File: src/hdl/lrn_pkg.sv
// lrn_pkg: types, codes and constant tables for the channel normalizer
// used by lrn_cell, lrn_norm and lrn_across_channels; no dependencies
package lrn_pkg;

  localparam int SAMPLE_W = 16;
  localparam int SQ_W     = 2 * SAMPLE_W;
  localparam int MAG_W    = SAMPLE_W + 1;
  localparam int CFG_W    = 32;
  localparam int PEND_W   = 5;
  localparam int LOG_STEPS = 16;

  typedef logic [1:0] reg_idx_t;
  localparam reg_idx_t REG_WINDOW = 2'd0;
  localparam reg_idx_t REG_ALPHA  = 2'd1;
  localparam reg_idx_t REG_BETA   = 2'd2;
  localparam reg_idx_t REG_BIAS   = 2'd3;

  typedef struct packed {
    logic [3:0]  win;
    logic [31:0] alpha;
    logic [15:0] beta;
    logic [31:0] bias;
  } lrn_cfg_t;

  typedef struct packed {
    logic [SAMPLE_W-1:0] sample;
    logic                sat;
  } lrn_res_t;

  typedef enum logic [2:0] {
    S_IDLE, S_CHECK, S_FLUSH, S_FSTART, S_NORM, S_OUT
  } top_state_t;

  typedef enum logic [3:0] {
    N_IDLE, N_ADD, N_LZ, N_LOG, N_BETA, N_EXP, N_RMUL, N_FIN
  } norm_state_t;

  function automatic logic [63:0] isqrt64(input logic [63:0] n);
    logic [63:0] v;
    logic [63:0] res;
    logic [63:0] b;
    v   = n;
    res = '0;
    b   = 64'h4000_0000_0000_0000;
    for (int k = 0; k < 32; k++) begin
      if (v >= res + b) begin
        v   = v - (res + b);
        res = (res >> 1) + b;
      end else begin
        res = res >> 1;
      end
      b = b >> 2;
    end
    return res;
  endfunction

  // 2^(2^-n) in Q1.30
  function automatic logic [30:0] exp_const(input int n);
    logic [63:0] c;
    c = isqrt64(64'd1 << 61);
    for (int k = 1; k < 16; k++) begin
      if (k < n) c = isqrt64(c << 30);
    end
    return c[30:0];
  endfunction

  localparam logic [30:0] EXP_C [16] = '{
    exp_const(1),  exp_const(2),  exp_const(3),  exp_const(4),
    exp_const(5),  exp_const(6),  exp_const(7),  exp_const(8),
    exp_const(9),  exp_const(10), exp_const(11), exp_const(12),
    exp_const(13), exp_const(14), exp_const(15), exp_const(16)
  };

endpackage

File: src/hdl/lrn_cell.sv
// lrn_cell: one window position, holding a squared sample and its raw sample
// depends on lrn_pkg
module lrn_cell import lrn_pkg::*; (
  input  logic                       clk,
  input  logic                       rst_n,
  input  logic                       shift,
  input  logic                       clr,
  input  logic [SQ_W-1:0]            sq_in,
  input  logic signed [SAMPLE_W-1:0] smp_in,
  output logic [SQ_W-1:0]            sq_out,
  output logic signed [SAMPLE_W-1:0] smp_out
);

  logic [SQ_W-1:0]            sq_r;
  logic signed [SAMPLE_W-1:0] smp_r;

  always_ff @(posedge clk) begin
    if (!rst_n || clr) begin
      sq_r  <= '0;
      smp_r <= '0;
    end else if (shift) begin
      sq_r  <= sq_in;
      smp_r <= smp_in;
    end
  end

  assign sq_out  = sq_r;
  assign smp_out = smp_r;

endmodule

File: config.mk
export PLATFORM = sky130hd
export DESIGN_NAME = lrn_cell
export DESIGN_NICKNAME = d
export VERILOG_FILES = /design/src/hdl/lrn_pkg.sv /design/src/hdl/lrn_cell.sv
export SDC_FILE = /design/constraint.sdc
export NUM_CORES = 1
export LEC_CHECK = 0
export BUFFER_PORTS_ARGS = -buffer_cell sky130_fd_sc_hd__buf_4
export CORE_MARGIN = 3
export CORE_UTILIZATION = 43
export CTS_CLUSTER_SIZE = 8
export DETAILED_ROUTE_END_ITERATION = 16
export GPL_TIMING_DRIVEN = 0
export PLACE_DENSITY = 0.8
export SETUP_SLACK_MARGIN = 0.5
export SLEW_MARGIN = 20
export SYNTH_ARGS = -nofsm -noshare
export SYNTH_HDL_FRONTEND = slang
export SYNTH_SLANG_ARGS = --single-unit
File: constraint.sdc
create_clock -name clk -period 0.9 [get_ports clk]
set_input_delay 0.09 -clock clk [delete_from_list [all_inputs] [get_ports clk]]
set_output_delay 0.09 -clock clk [all_outputs]
set_load 0.03 [all_outputs]
## Word level (Yosys, flattened, before mapping)

Cells that the tools add are included.

- Flip-flop bits (word level): 48
- Bits in latches: 0
- Memory bits (writable): 0
- Memory bits (read-only): 0
- Input bits: 52
- Output and inout port bits: 48
- Memories: 0

- Add/sub/neg operators: 0
- Multiply operators: 0
- Divide/modulo/power cells: 0
- Magnitude comparators: 0
- Equal/unequal tests: 0
- Shifts and indexed selects: 0
- Mux-type cells: 0
- Bitwise gates (word level): 0
- Reduce and logical (&&, ||, !) cells: 2

Operators by type and width:

| cell | count |
|---|---|
| $logic_not 1->1 | 1 |
| $logic_or 1x1->1 | 1 |

## Longest topological paths before layout

- Depth in word-level cells: 2
- Gate-level depth with buffers: 5
- Depth with buffers taken out: 2

## Worst setup path before layout

Ideal clock, no wire load.

- Kind: input to register
- Start point: input port shift
- End point: register sq_r[10], in the netlist sq_out[10]
- Setup time: 0.117 ns
- Arrival: 0.649 ns
- Required time: 0.783 ns
- Slack: 0.134 ns
- Cell stages on the path: 5
- Buffers on the path: 3
- Cell sequence: buf_6 > buf_12 > buf_12 > mux2i_1 > nor2_1

RTL lines:

| item | RTL line | text |
|---|---|---|
| start, declared | lrn_cell.sv:6 | `input logic shift,` |
| end signal, assigned | lrn_cell.sv:22 | `sq_r <= sq_in;` |
| end, declared | lrn_cell.sv:14 | `logic [SQ_W-1:0] sq_r;` |

## Worst setup path after layout

- Start point: register sq_r[1], in the netlist sq_out[1]
- End point: output port sq_out[1]

RTL lines:

| item | RTL line | text |
|---|---|---|
| end, declared | lrn_cell.sv:10 | `output logic [SQ_W-1:0] sq_out,` |

No word-level cell between the ends.

==> results_dict.tcl <==
set metrics [dict create \
    fin_area_mm2 0.00302 \
    timing.fmax_mhz 1160 \
    dp_slack_ns -0.0869 \
    crit_family "flip-flops" \
    num_io_pins 100 \
    drt_first_pass_iters 3 \
    drive_gt1_share_pct 63.1 \
    fp.dieH_um 69.6 \
    postRouteAntennaNets 0 \
    worstMarginPinSlew_ns 0.432 \
    viasPerCell 4.65 \
    timing.final.crit_share_pct 96.2 \
    yosys.area.top_type_share_pct 55.3 \
    dieArea_mm2 0.00484 \
    synth_compound_area_share_pct 0 \
    cp_num_buf_inv 1 \
    cts_buffer_depth 2 \
    rows 22 \
    rsz0062_at_grt "yes" \
    min_from "smp_in[4]" \
    dpl_cell_area_mm2 0.00271 \
    yosysWarningCount 0 \
    use_met2_pct 30.8 \
    syn_inst 156 \
    cts-root-buf "clkbuf_8" \
    synth_simple_gate_area_share_pct 10.7 \
    post_drt_wl_per_cell_um 13.9 \
    synth_area_per_cell_um2 11.1 \
    cts.hold.buffers_added 0 \
    grt-ovfl-total 0 \
    grt-busiest-layer "met2" \
    globalRouteTotalUtil_pct 18.4 \
    synthAdderAreaFrac_pct 0 \
    htreeDepth 2 \
    whs_ns 0.0308 \
    clk_latency_ns 0.29 \
    fin_worst_skew_ns 0 \
    fin_ws_ns 0.0344 \
    hp-class "input pin to register" \
    synth_xor_area_share_pct 0 \
    numCtsBuffers 5 \
    max_slew_margin_pct 71.2 \
    synth_nets 208 \
    vias 1447 \
    min_period_ns 0.866 \
    cp-startpoint "sq_out[1]" \
    fp.dieW_um 69.6 \
    drv_slew 0 \
    crit_type "register to primary output" \
    met3_usage_pct 6.52 \
    leakage_nw 1.42 \
    cpPeakStageDelay_ns 0.36 \
    hold_viol_final 0 \
    endpoint_kind "primary output" \
    nets 315 \
    synth_area_mm2 0.00174 \
    antenna_cells 0 \
    crit_required_ns 0.81 \
    start_kind "register" \
    grt_pass1_vias 1522 \
    utilization_pct 80.1 \
    crit_slowest_cell "dfxtp_4" \
    cap_violations 0 \
    io_buffers 98 \
    clk_pin_slew_worst_paths_ns 0.08 \
    dp_hpwl_um 3090 \
    synth_top_family_by_area "multiplexers" \
    status "finished clean" \
    cts_tree "done" \
    final_cell_mix "buf_4 (53), buf_6 (52), nor2_1 (48), dfxtp_4 (48), mux2i_1 (46)" \
    synth.area.top_cells "dfxtp_1 (55%), mux2i_1 (28%), nor2_1 (10%)" \
    synth_seq_cells 48 \
    start_util_pct 46.1 \
    antenna_found_initial 0 \
    core_area_mm2 0.00377 \
    arrival_ns 0.78 \
    grt_pass1_wl_um 7160 \
    drt-initial-drc-count 50 \
    grt.met1_usage_pct 22.2 \
    critPathMaxFanout 2 \
    path_cells "buf_6" \
    layout_commonest_cell "buf_4" \
    globalplace.congestion 0.675 \
    seq_area_frac_synth_pct 55.3 \
    p_total_w 0.00409 \
    cts.sinks 48 \
    drc 0 \
    synthMuxAreaShare_pct 27.7 \
    area_delta_synth_final_pct 73.8 \
    power_density_mw_per_mm2 1350 \
    r2r_start "sq_out[14]" \
    yosysTopAreaCell "dfxtp_1" \
    ir_drop_mv 0.950 \
    yosysUniqueCellTypes 9 \
    grt_max_degree 14 \
    setup_viol 0 \
    drt_wl_total_um 4320 \
]
what timing repair did:
action	in CTS	in global routing
setup endpoints to repair	96	96
setup buffers	0	2
resized for setup	50	7
cloned	0	0
pin swaps	0	2
where the power goes:
part	total [W]	switching [W]	internal, W
clock	0.00116	0.000633	0.000529
combinational	0.000779	0.000351	0.000428
sequential	0.00215	0.0000500	0.00210
per-stage QoR:
stage,std cells,setup TNS (ns)
floorplan,156,0
global placement,302,-1.30
detailed placement,302,-1.56
CTS,309,0
global route,311,0
finish,311,0
final timing paths:
| kind | endpoint | slack (ns) | cells after the start |
|---|---|---|---|
| hold / removal | smp_out[4] | 0.03 | 3 |
| setup reg to reg | sq_out[14] | 0.14 | 3 |
| setup / recovery | sq_out[1] | 0.03 | 1 |
| hold reg to reg | smp_out[4] | 0.51 | 2 |
state kept, by name, indices dropped and copies added (netlist names):
signal,cells
smp_out,16
sq_out,32
synth_stat cells:
| master | instances |
|---|---|
| buf_4 | 2 |
| buf_6 | 1 |
| mux2i_1 | 48 |
| clkbuf_1 | 2 |
| nor2_1 | 48 |
| dfxtp_1 | 48 |
| nand2b_1 | 1 |
| buf_12 | 3 |
| buf_2 | 3 |
cell type report:
| type | count | area (um2) |
|---|---|---|
| sequential | 48 | 1140 |
| timing repair buffer | 100 | 938 |
| fill | 248 | 752 |
| multi-input combinational | 97 | 682 |
| buffer | 11 | 120 |
| clock buffer | 6 | 72.6 |
| tap | 48 | 60.1 |
| clock inverter | 1 | 5.00 |
per-layer routing:
metal	vias up	part of all wire, %
met3	4	8.1
met1	653	41
met5	-	0
met2	66	50
li1	724	-
met4	0	0.93
worst register-to-register path: stages, from the launching register on:
cell	delay, ns
dfxtp_4	0.35
buf_6	0.11
mux2i_1	0.14
nor2_1	0.07
cells by family after synthesis:
group         Yosys count
simple gates           49
flops                  48
mux                    48
buf+inv                11
Note: power is estimated with default switching activity, not from simulation.
